**config.mk**
```make
export PLATFORM = sky130hd
export DESIGN_NAME = homing_position_motor_control_unit
export DESIGN_NICKNAME = d
export VERILOG_FILES = /design/src/rtl/core/hpmc_pkg.sv /design/src/rtl/core/hpmc_step.sv /design/src/rtl/core/homing_position_motor_control_unit.sv
export VERILOG_INCLUDE_DIRS = /design/src /design/src/rtl/core
export SDC_FILE = /design/constraint.sdc
export NUM_CORES = 1
export LEC_CHECK = 0
export ABC_AREA = 1
export BUFFER_PORTS_ARGS = -buffer_cell sky130_fd_sc_hd__buf_4
export CAP_MARGIN = 0
export CORE_ASPECT_RATIO = 0.5
export CORE_MARGIN = 5
export CORE_UTILIZATION = 45
export DETAILED_ROUTE_END_ITERATION = 6
export MAX_ROUTING_LAYER = met4
export PLACE_DENSITY = 0.62
export SETUP_SLACK_MARGIN = 0.5
export SLEW_MARGIN = 20
export SYNTH_ARGS = -nofsm -noshare
export SYNTH_HDL_FRONTEND = slang
export SYNTH_HIERARCHICAL = 1
export SYNTH_SLANG_ARGS = --single-unit
```
**constraint.sdc**
```tcl
create_clock -name aclk -period 8.9 [get_ports aclk]
set_input_delay 0.89 -clock aclk [delete_from_list [all_inputs] [get_ports aclk]]
set_output_delay 0.89 -clock aclk [all_outputs]
set_load 0.005 [all_outputs]
```
**src/rtl/core/homing_position_motor_control_unit_macros.svh**
```systemverilog
// assertion macros for the homing position motor control unit
// no dependencies; included by the files that carry assertions
`ifndef HOMING_POSITION_MOTOR_CONTROL_UNIT_MACROS_SVH
`define HOMING_POSITION_MOTOR_CONTROL_UNIT_MACROS_SVH

// plain condition checked at every clock edge out of reset
`define HPMC_ASSERT(lbl, cond, msg) \
    lbl: assert property (@(posedge aclk) disable iff (!aresetn) (cond)) else $error(msg);

// same-cycle implication checked at every clock edge out of reset
`define HPMC_ASSERT_IMP(lbl, ante, cons, msg) \
    lbl: assert property (@(posedge aclk) disable iff (!aresetn) (ante) |-> (cons)) \
        else $error(msg);

`endif

```
**src/rtl/core/hpmc_pkg.sv**
```systemverilog
// shared types and constants for the homing position motor control unit
// no dependencies
package hpmc_pkg;

    localparam int unsigned PWM_TOP_DEF = 100;

    localparam int unsigned POS_W = 16;
    localparam int unsigned DUTY_W = 7;
    localparam int unsigned DB_W = 15;
    localparam int unsigned CFG_IDX_W = 2;
    localparam int unsigned CFG_DATA_W = 16;

    // config register indexes
    localparam logic [CFG_IDX_W-1:0] CFG_MOVE_DUTY = 2'd0;
    localparam logic [CFG_IDX_W-1:0] CFG_HOMING_DUTY = 2'd1;
    localparam logic [CFG_IDX_W-1:0] CFG_DEADBAND = 2'd2;
    localparam logic [CFG_IDX_W-1:0] CFG_HOME_TARGET = 2'd3;

    localparam logic [DUTY_W-1:0] MOVE_DUTY_RST = 7'd30;
    localparam logic [DUTY_W-1:0] HOMING_DUTY_RST = 7'd30;
    localparam logic [DB_W-1:0] DEADBAND_RST = 15'd10;
    localparam logic [POS_W-1:0] HOME_TARGET_RST = 16'd426;

    typedef enum logic [1:0] {
        OP_TICK = 2'd0,
        OP_SET_TARGET = 2'd1,
        OP_HOME = 2'd2
    } op_t;

    typedef enum logic [1:0] {
        PH_NOT_HOMED = 2'd0,
        PH_HOMING = 2'd1,
        PH_HOMED = 2'd2
    } phase_t;

    typedef struct packed {
        op_t op;
        logic [POS_W-1:0] target_position;
        logic [POS_W-1:0] encoder_count;
        logic limit_negative;
    } item_t;

    typedef struct packed {
        logic [DUTY_W-1:0] move_duty;
        logic [DUTY_W-1:0] homing_duty;
        logic [DB_W-1:0] deadband;
        logic [POS_W-1:0] home_target;
    } cfg_t;

    // axis state apart from the pwm compare, whose width follows PWM_TOP
    typedef struct packed {
        phase_t phase;
        logic motion;
        logic [POS_W-1:0] target;
        logic dir;
        logic brake;
    } state_t;

endpackage

```
**src/rtl/core/hpmc_step.sv**
```systemverilog
// next-state logic for one word: homing, deadband compare and drive selection
// depends on hpmc_pkg
module hpmc_step #(
    parameter int unsigned PWM_TOP = hpmc_pkg::PWM_TOP_DEF,
    parameter int unsigned CW = 7
) (
    input  hpmc_pkg::item_t  item,
    input  hpmc_pkg::cfg_t   cfg,
    input  hpmc_pkg::state_t st,
    input  logic [CW-1:0]    cmp_cur,
    output hpmc_pkg::state_t st_next,
    output logic [CW-1:0]    cmp_next,
    output logic             clear
);

    localparam logic [CW-1:0] TOP_C = CW'(PWM_TOP);

    // inverted compare, saturating at zero
    function automatic logic [CW-1:0] drive_cmp(input logic [hpmc_pkg::DUTY_W-1:0] duty);
        logic [CW-1:0] d;
        d = CW'(duty);
        return (d >= TOP_C) ? '0 : TOP_C - d;
    endfunction

    logic signed [hpmc_pkg::POS_W:0] err;
    logic signed [hpmc_pkg::POS_W:0] db;
    logic signed [hpmc_pkg::POS_W:0] db_neg;

    assign err = $signed({st.target[hpmc_pkg::POS_W-1], st.target})
               - $signed({item.encoder_count[hpmc_pkg::POS_W-1], item.encoder_count});
    assign db = $signed({2'b00, cfg.deadband});
    assign db_neg = -db;

    always_comb begin
        st_next = st;
        cmp_next = cmp_cur;
        clear = 1'b0;
        unique case (item.op)
            hpmc_pkg::OP_SET_TARGET: begin
                st_next.target = item.target_position;
                st_next.brake = 1'b1;
                st_next.motion = 1'b1;
            end
            hpmc_pkg::OP_HOME: begin
                st_next.phase = hpmc_pkg::PH_HOMING;
            end
            hpmc_pkg::OP_TICK: begin
                unique case (st.phase)
                    hpmc_pkg::PH_HOMING: begin
                        st_next.brake = 1'b1;
                        st_next.dir = 1'b1;
                        cmp_next = drive_cmp(cfg.homing_duty);
                        if (item.limit_negative) begin
                            clear = 1'b1;
                            st_next.target = cfg.home_target;
                            st_next.motion = 1'b1;
                            st_next.phase = hpmc_pkg::PH_HOMED;
                        end
                    end
                    hpmc_pkg::PH_HOMED: begin
                        st_next.brake = 1'b1;
                        if (!st.motion) begin
                            cmp_next = TOP_C;
                        end else begin
                            priority if (err > db) begin
                                st_next.dir = 1'b0;
                                cmp_next = drive_cmp(cfg.move_duty);
                            end else if (err < db_neg) begin
                                st_next.dir = 1'b1;
                                cmp_next = drive_cmp(cfg.move_duty);
                            end else begin
                                cmp_next = TOP_C;
                                st_next.motion = 1'b0;
                            end
                        end
                    end
                    default: begin
                        // not homed: ticks leave everything alone
                    end
                endcase
            end
            default: begin
                // unused code: report state unchanged
            end
        endcase
    end

endmodule

```
**src/rtl/core/homing_position_motor_control_unit.sv**
```systemverilog
// path: a word accepted into the input register moves on into the result register,
// which drives the m_ ports; it waits there while the result register is full and unread
// throughput: one word per cycle; the input register keeps taking a word while a
// finished result waits, stalling only when both registers are full and m_ready is low
// reset: aresetn synchronous active low; config back to defaults, axis not homed,
// idle, brake applied, compare at PWM_TOP (stopped), both registers empty
module homing_position_motor_control_unit #(
    parameter int unsigned PWM_TOP = hpmc_pkg::PWM_TOP_DEF
) (
    input  logic        aclk,
    input  logic        aresetn,

    // config write port
    input  logic                              cfg_we,
    input  logic [hpmc_pkg::CFG_IDX_W-1:0]    cfg_index,
    input  logic [hpmc_pkg::CFG_DATA_W-1:0]   cfg_wdata,

    // input words
    input  logic                              s_valid,
    output logic                              s_ready,
    input  logic [1:0]                        s_operation,
    input  logic signed [hpmc_pkg::POS_W-1:0] s_target_position,
    input  logic [hpmc_pkg::POS_W-1:0]        s_encoder_count,
    input  logic                              s_limit_negative,

    // result words
    output logic                              m_valid,
    input  logic                              m_ready,
    output logic                              m_drive_negative,
    output logic [6:0]                        m_pwm_compare,
    output logic                              m_brake_release,
    output logic                              m_encoder_clear,
    output logic [1:0]                        m_home_status,
    output logic                              m_moving
);

`include "homing_position_motor_control_unit_macros.svh"

    // compare register holds any value up to PWM_TOP, reported as its low 7 bits
    localparam int unsigned CMP_W = $clog2(PWM_TOP + 1);
    localparam int unsigned CW = (CMP_W > 7) ? CMP_W : 7;
    localparam logic [CW-1:0] TOP_C = CW'(PWM_TOP);

    // config registers
    hpmc_pkg::cfg_t cfg_reg;

    // input register
    logic            in_vld_reg;
    hpmc_pkg::item_t in_item_reg;

    // axis state
    hpmc_pkg::state_t st_reg;
    hpmc_pkg::state_t st_next;
    logic [CW-1:0]    cmp_reg;
    logic [CW-1:0]    cmp_next;
    logic             clear_next;

    // result register
    logic             out_vld_reg;
    logic             out_dir_reg;
    logic [6:0]       out_cmp_reg;
    logic             out_brake_reg;
    logic             out_clear_reg;
    logic [1:0]       out_phase_reg;
    logic             out_motion_reg;

    logic advance;
    logic s_fire;

    // the input register moves on when the result register is empty or being read
    assign advance = in_vld_reg && (!out_vld_reg || m_ready);
    assign s_ready = !in_vld_reg || advance;
    assign s_fire = s_valid && s_ready;

    // config writes land unchecked; the user issues them only while the block is idle
    always_ff @(posedge aclk) begin
        if (!aresetn) begin
            cfg_reg.move_duty <= hpmc_pkg::MOVE_DUTY_RST;
            cfg_reg.homing_duty <= hpmc_pkg::HOMING_DUTY_RST;
            cfg_reg.deadband <= hpmc_pkg::DEADBAND_RST;
            cfg_reg.home_target <= hpmc_pkg::HOME_TARGET_RST;
        end else if (cfg_we) begin
            unique case (cfg_index)
                hpmc_pkg::CFG_MOVE_DUTY: cfg_reg.move_duty <= cfg_wdata[hpmc_pkg::DUTY_W-1:0];
                hpmc_pkg::CFG_HOMING_DUTY: begin
                    cfg_reg.homing_duty <= cfg_wdata[hpmc_pkg::DUTY_W-1:0];
                end
                hpmc_pkg::CFG_DEADBAND: cfg_reg.deadband <= cfg_wdata[hpmc_pkg::DB_W-1:0];
                hpmc_pkg::CFG_HOME_TARGET: cfg_reg.home_target <= cfg_wdata;
                default: begin
                end
            endcase
        end
    end

    // input register: valid is control, payload unreset
    always_ff @(posedge aclk) begin
        if (!aresetn) begin
            in_vld_reg <= 1'b0;
        end else if (s_fire) begin
            in_vld_reg <= 1'b1;
        end else if (advance) begin
            in_vld_reg <= 1'b0;
        end
    end

    always_ff @(posedge aclk) begin
        if (s_fire) begin
            in_item_reg.op <= hpmc_pkg::op_t'(s_operation);
            in_item_reg.target_position <= s_target_position;
            in_item_reg.encoder_count <= s_encoder_count;
            in_item_reg.limit_negative <= s_limit_negative;
        end
    end

    // one word's worth of control logic
    hpmc_step #(
        .PWM_TOP (PWM_TOP),
        .CW      (CW)
    ) u_step (
        .item     (in_item_reg),
        .cfg      (cfg_reg),
        .st       (st_reg),
        .cmp_cur  (cmp_reg),
        .st_next  (st_next),
        .cmp_next (cmp_next),
        .clear    (clear_next)
    );

    // axis state commits as the word moves into the result register
    always_ff @(posedge aclk) begin
        if (!aresetn) begin
            st_reg.phase <= hpmc_pkg::PH_NOT_HOMED;
            st_reg.motion <= 1'b0;
            st_reg.target <= '0;
            st_reg.dir <= 1'b0;
            st_reg.brake <= 1'b0;
            cmp_reg <= TOP_C;
        end else if (advance) begin
            st_reg <= st_next;
            cmp_reg <= cmp_next;
        end
    end

    // result register
    always_ff @(posedge aclk) begin
        if (!aresetn) begin
            out_vld_reg <= 1'b0;
        end else if (advance) begin
            out_vld_reg <= 1'b1;
        end else if (m_ready) begin
            out_vld_reg <= 1'b0;
        end
    end

    always_ff @(posedge aclk) begin
        if (advance) begin
            out_dir_reg <= st_next.dir;
            out_cmp_reg <= cmp_next[6:0];
            out_brake_reg <= st_next.brake;
            out_clear_reg <= clear_next;
            out_phase_reg <= st_next.phase;
            out_motion_reg <= st_next.motion;
        end
    end

    assign m_valid = out_vld_reg;
    assign m_drive_negative = out_dir_reg;
    assign m_pwm_compare = out_cmp_reg;
    assign m_brake_release = out_brake_reg;
    assign m_encoder_clear = out_clear_reg;
    assign m_home_status = out_phase_reg;
    assign m_moving = out_motion_reg;

    // encoder clear only comes with homing just completed and motion started
    `HPMC_ASSERT_IMP(a_clear_homed, m_valid && m_encoder_clear, (m_home_status == hpmc_pkg::PH_HOMED) && m_moving, "encoder clear without homing done")
    // the brake is only ever released, so a held brake means a stopped motor
    `HPMC_ASSERT_IMP(a_brake_stopped, !st_reg.brake, cmp_reg == TOP_C, "motor driven with brake applied")
    // once homed and idle the motor must sit at the stopped compare
    `HPMC_ASSERT_IMP(a_idle_stopped, (st_reg.phase == hpmc_pkg::PH_HOMED) && !st_reg.motion, cmp_reg == TOP_C, "homed idle axis not stopped")
    // back-pressure only when the input register is full and cannot drain
    `HPMC_ASSERT_IMP(a_stall_full, !s_ready, in_vld_reg && out_vld_reg && !m_ready, "input stalled without full pipeline")

endmodule

```
==> report_table.html <==
<table>
<tr><th>Metric</th><th>Value</th></tr>
<tr><th colspan="2">Logic synthesis</th></tr>
<tr><td>Fraction of registers with async set/reset</td><td>0%</td></tr>
<tr><td>Synth top area share</td><td>20.4%</td></tr>
<tr><td>Most frequently used flop master after synthesis</td><td>sky130_fd_sc_hd__dfxtp_1</td></tr>
<tr><td>Multiplexer fraction of the synthesized cell area</td><td>0%</td></tr>
<tr><td>Post-Synth XOR/XNOR Area</td><td>2.86%</td></tr>
<tr><td>Post-synthesis cell type count</td><td>37</td></tr>
<tr><td>Post-synthesis sequential element count</td><td>about 120</td></tr>
<tr><td>Mapped Nets</td><td>about 1100</td></tr>
<tr><td>Most instantiated library cell after synthesis</td><td>sky130_fd_sc_hd__nand2_1</td></tr>
<tr><td>Compound-gate portion of the synthesized area</td><td>9.33%</td></tr>
<tr><td>Post-Synthesis Cells</td><td>1000</td></tr>
<tr><td>Syn. warnings</td><td>6</td></tr>
<tr><td>Combined area of all synthesized cells</td><td>around 7400 um^2</td></tr>
<tr><td>Largest cells by area after synthesis</td><td>sky130_fd_sc_hd__dfxtp_1 20%, sky130_fd_sc_hd__edfxtp_1 20%, sky130_fd_sc_hd__nand2_1 13%</td></tr>
<tr><td>Fraction of the mapped netlist area in simple logic gates</td><td>27.9%</td></tr>
<tr><td>Sequential-to-total area share from yosys stat</td><td>40.0%</td></tr>
<tr><td>Largest area contributor in the netlist</td><td>sky130_fd_sc_hd__dfxtp_1</td></tr>
<tr><td>Most frequent cells after synthesis</td><td>250 x sky130_fd_sc_hd__nand2_1, 166 x sky130_fd_sc_hd__inv_1, 127 x sky130_fd_sc_hd__nor2_1</td></tr>
<tr><td>EDFF count, synth</td><td>48</td></tr>
<tr><td>Syn_area_per_cell</td><td>7.36 um^2</td></tr>
<tr><td>Fraction of the mapped netlist area in adder cells</td><td>9.11%</td></tr>
<tr><td>Main combinational cell family by area after synthesis</td><td>simple AND/OR/NAND/NOR gates</td></tr>
<tr><th colspan="2">Worst setup path</th></tr>
<tr><td>Delay of the slowest cell on the worst path</td><td>~0.40 ns</td></tr>
<tr><td>R2R Path End</td><td>cmp_reg[1]</td></tr>
<tr><td>Register-to-Register Setup Slack</td><td>4.98 ns</td></tr>
<tr><td>Data required time of the critical path</td><td>about 9 ns</td></tr>
<tr><td>Worst R2R Path Depth</td><td>30</td></tr>
<tr><td>WP data arrival</td><td>4.27 ns</td></tr>
<tr><td>Cell type with the highest occurrence count on the critical path</td><td>sky130_fd_sc_hd__nand2_1</td></tr>
<tr><td>Critical setup path kind</td><td>reg2reg</td></tr>
<tr><td>RR Startpoint</td><td>st_reg[2]</td></tr>
<tr><td>Cell at the slowest stage of the critical path</td><td>sky130_fd_sc_hd__fa_1</td></tr>
<tr><td>Type of element capturing the critical path</td><td>register</td></tr>
<tr><td>Maximum fanout along the worst path</td><td>8</td></tr>
<tr><td>Kind of start point of the critical path</td><td>register</td></tr>
<tr><th colspan="2">Power and ir drop</th></tr>
<tr><td>Post-layout total power</td><td>1.66 mW</td></tr>
<tr><td>Internal Pwr Total</td><td>1.20 mW</td></tr>
<tr><td>Clock group share of total power</td><td>43.7%</td></tr>
<tr><td>Power per cell area</td><td>192 nW/um^2</td></tr>
<tr><td>Logic pwr share</td><td>17.6%</td></tr>
<tr><td>Power dissipated by switching net loads</td><td>~0.46 mW</td></tr>
<tr><td>IR drop worst, VDD</td><td>around 0.13 mV</td></tr>
<tr><td>Standby leakage power</td><td>between 4 and 5 nW</td></tr>
<tr><td>Part of the power in registers</td><td>38.8%</td></tr>
<tr><td>Fraction of power spent switching nets</td><td>27.7%</td></tr>
<tr><th colspan="2">Timing</th></tr>
<tr><td>Worst Tran Pin Value</td><td>1.11 ns</td></tr>
<tr><td>Final setup viols</td><td>0</td></tr>
<tr><td>Post-layout minimum cycle time</td><td>3.92 ns</td></tr>
<tr><td>Setup total negative slack</td><td>0 ns</td></tr>
<tr><td>Hold violation count in the final report</td><td>0</td></tr>
<tr><td>Worst-case clock skew</td><td>about 0.0074 ns</td></tr>
<tr><td>Relative max-transition margin</td><td>26.2%</td></tr>
<tr><td>Maximum clock rate</td><td>approximately 260 MHz</td></tr>
<tr><td>Post-route clock period utilization</td><td>about 44%</td></tr>
<tr><td>RSZ-0062 raised after global routing</td><td>false</td></tr>
<tr><td>Max Transition Viols Final</td><td>0</td></tr>
<tr><th colspan="2">Routing</th></tr>
<tr><td>Post-detailed-route DRC marker count</td><td>0</td></tr>
<tr><td>Vias per inst</td><td>4.85</td></tr>
<tr><td>Met2 Wirelength</td><td>roughly 8.4 mm</td></tr>
<tr><td>Vias after detailed routing</td><td>6325</td></tr>
<tr><td>Routed wirelength normalized by instance count</td><td>14.2 um</td></tr>
<tr><td>Antenna viol nets, final</td><td>0</td></tr>
<tr><td>Met3 WL post-DR</td><td>882 um</td></tr>
<tr><td>Uppermost signal routing layer after detailed routing</td><td>met4</td></tr>
<tr><td>Total iterations of the first detailed-routing run</td><td>5</td></tr>
<tr><td>Number of DRC markers after the initial detailed-route iteration</td><td>391</td></tr>
<tr><td>Met1 layer wirelength in the final routing</td><td>8.96 mm</td></tr>
<tr><td>WL final</td><td>roughly 19 mm</td></tr>
<tr><th colspan="2">Finish</th></tr>
<tr><td>Synth-to-layout area growth</td><td>17.6%</td></tr>
<tr><td>Number of filler instances in the final layout</td><td>approximately 1600</td></tr>
<tr><td>Inserted Diodes</td><td>0</td></tr>
<tr><td>Area taken by flip-flops and latches</td><td>2940 um^2</td></tr>
<tr><td>Net count, final</td><td>1174</td></tr>
<tr><td>Fraction of layout instances using a drive strength above 1</td><td>12.8%</td></tr>
<tr><td>Multi-input gate area</td><td>3620 um^2</td></tr>
<tr><td>Largest register FFs</td><td>45</td></tr>
<tr><th colspan="2">Global route</th></tr>
<tr><td>Overflow left after global routing</td><td>0</td></tr>
<tr><td>Number of global-route vias before repair</td><td>6314</td></tr>
<tr><td>Number of antenna violations at the first check in global routing</td><td>0</td></tr>
<tr><td>First-pass GRT wire length</td><td>31.0 mm</td></tr>
<tr><td>Overall track demand over capacity in global routing</td><td>a little over a fifth</td></tr>
<tr><td>Maximum number of pins on one net before global-route repair</td><td>75</td></tr>
<tr><th colspan="2">Clock network</th></tr>
<tr><td>Max Buffers Root-to-Sink</td><td>2</td></tr>
<tr><td>Sink Count</td><td>123</td></tr>
<tr><td>Post-CTS setup buffer count</td><td>0</td></tr>
<tr><td>Number of buffers added by the clock tree synthesis step</td><td>17</td></tr>
<tr><td>Clock tree from TritonCTS</td><td>yes</td></tr>
<tr><td>H-tree Lvls</td><td>4</td></tr>
<tr><td>Number of gates resized after cts</td><td>0</td></tr>
<tr><td>Clock-pin slew reported for the worst setup and hold paths after clock tree synthesis</td><td>0.06 ns</td></tr>
<tr><td>Clock root cell</td><td>sky130_fd_sc_hd__clkbuf_16</td></tr>
<tr><td>Cts-stage hold buffer count</td><td>0</td></tr>
<tr><td>Source-to-sink clock delay at the later pin of the worst-skew pair</td><td>0.42 ns</td></tr>
<tr><th colspan="2">Die</th></tr>
<tr><td>Number of cell rows</td><td>33</td></tr>
<tr><td>Number of top-level pins</td><td>73</td></tr>
<tr><td>Vertical extent of the die</td><td>100 um</td></tr>
<tr><td>Placeable core area</td><td>16200 um^2</td></tr>
<tr><td>Initial standard-cell utilization of the core</td><td>a little under half</td></tr>
<tr><td>Die Outline Area</td><td>19200 um^2</td></tr>
<tr><td>Horiz. Die Dim</td><td>191 um</td></tr>
<tr><th colspan="2">Hold path</th></tr>
<tr><td>Worst hold path endpoint</td><td>cmp_reg[6]</td></tr>
<tr><td>Tightest Hold Check Type</td><td>reg2reg</td></tr>
<tr><td>Hold Startpoint</td><td>cmp_reg[6]</td></tr>
<tr><td>Hold path cells</td><td>2</td></tr>
<tr><th colspan="2">Job</th></tr>
<tr><td>Maxcap violations</td><td>0</td></tr>
<tr><th colspan="2">Placed design</th></tr>
<tr><td>Final weighted congestion in routability-driven placement</td><td>0.894</td></tr>
<tr><td>Estimated wirelength of the detail-placed design</td><td>13.2 mm</td></tr>
<tr><td>Count of input and output buffers</td><td>72</td></tr>
<tr><th colspan="2">Run status</th></tr>
<tr><td>Result of the run</td><td>completed</td></tr>
</table>
==> layer usage <==
layer	GRT usage, %	vias to the layer above
met5	-	-
met1	27.1	2861
met2	33.7	130
met3	4.31	26
li1	-	3308
met4	5.96	0
==> logic make-up (layout without fill, tap and decap cells) <==
family          after synthesis  in the layout
compound gates              118            118
fa+ha+maj                    53             53
xor+xnor                     24             24
buf+inv                     199            275
flops                       123            123
simple gates                483            483
==> stage by stage <==
stage	setup slack, ns	std cells	hold WS (ns)	util (%)	cell area, um^2
after detailed placement	5.03	1271	0.445	49.6	8050
after CTS	4.99	1303	0.458	53.3	8660
after floorplan	5.54	1000	0.429	-	7360
after global routing	4.44	1303	0.472	53.3	8660
after global placement	5.10	1271	0.441	49.6	8050
final	4.98	1303	0.455	53.3	8660
==> power groups by stage <==
stage / Sequential, mW / Combinational, mW / Clock, mW
detailed placement: 0.656 / 0.290 / 0
CTS: 0.644 / 0.293 / 0.737
finish: 0.644 / 0.292 / 0.726
global route: 0.648 / 0.341 / 0.763
global placement: 0.655 / 0.285 / 0
floorplan: 0.648 / 0.211 / 0
==> worst max-delay path: cells and delay by family (launching register included) <==
family          cells  cell delay [ns]
buf+inv             4             0.21
flops               1             0.31
simple gates       18             1.64
xor+xnor            1             0.21
fa+ha+maj           3             0.84
compound gates      4             0.64
==> how the worst max path moves through the flow <==
stage | startpoint | endpoint | slack, ns
floorplan | st_reg[2] | cmp_reg[1] | 5.54
global placement | st_reg[2] | cmp_reg[3] | 5.10
detailed placement | st_reg[2] | cmp_reg[1] | 5.03
CTS | st_reg[2] | cmp_reg[1] | 4.99
global route | st_reg[2] | cmp_reg[1] | 4.44
finish | st_reg[2] | cmp_reg[1] | 4.98
==> cell usage in the layout (no fill, tap or decap), drive strengths merged, types with 5 or more instances in the layout <==
master  count
clkbuf     18
nand2     259
a31oi       7
nor2      127
nand4       7
ha         52
xor2       19
nand3      77
a21oi      69
inv       167
edfxtp     48
nor3        5
buf        76
xnor2       5
dfxtp      75
o21ai      19
clkinv      7
o211ai     16
==> layout make-up <==
cell class	instances	share of cell area (%)
Tap cell	227	3.28
Clock inverter	14	2.05
Sequential cell	123	34.0
Inverter	167	7.24
Timing Repair Buffer	76	6.59
Multi-Input combinational cell	678	41.9
Clock buffer	18	4.96
No activity file was read; power rests on OpenSTA's default activity.
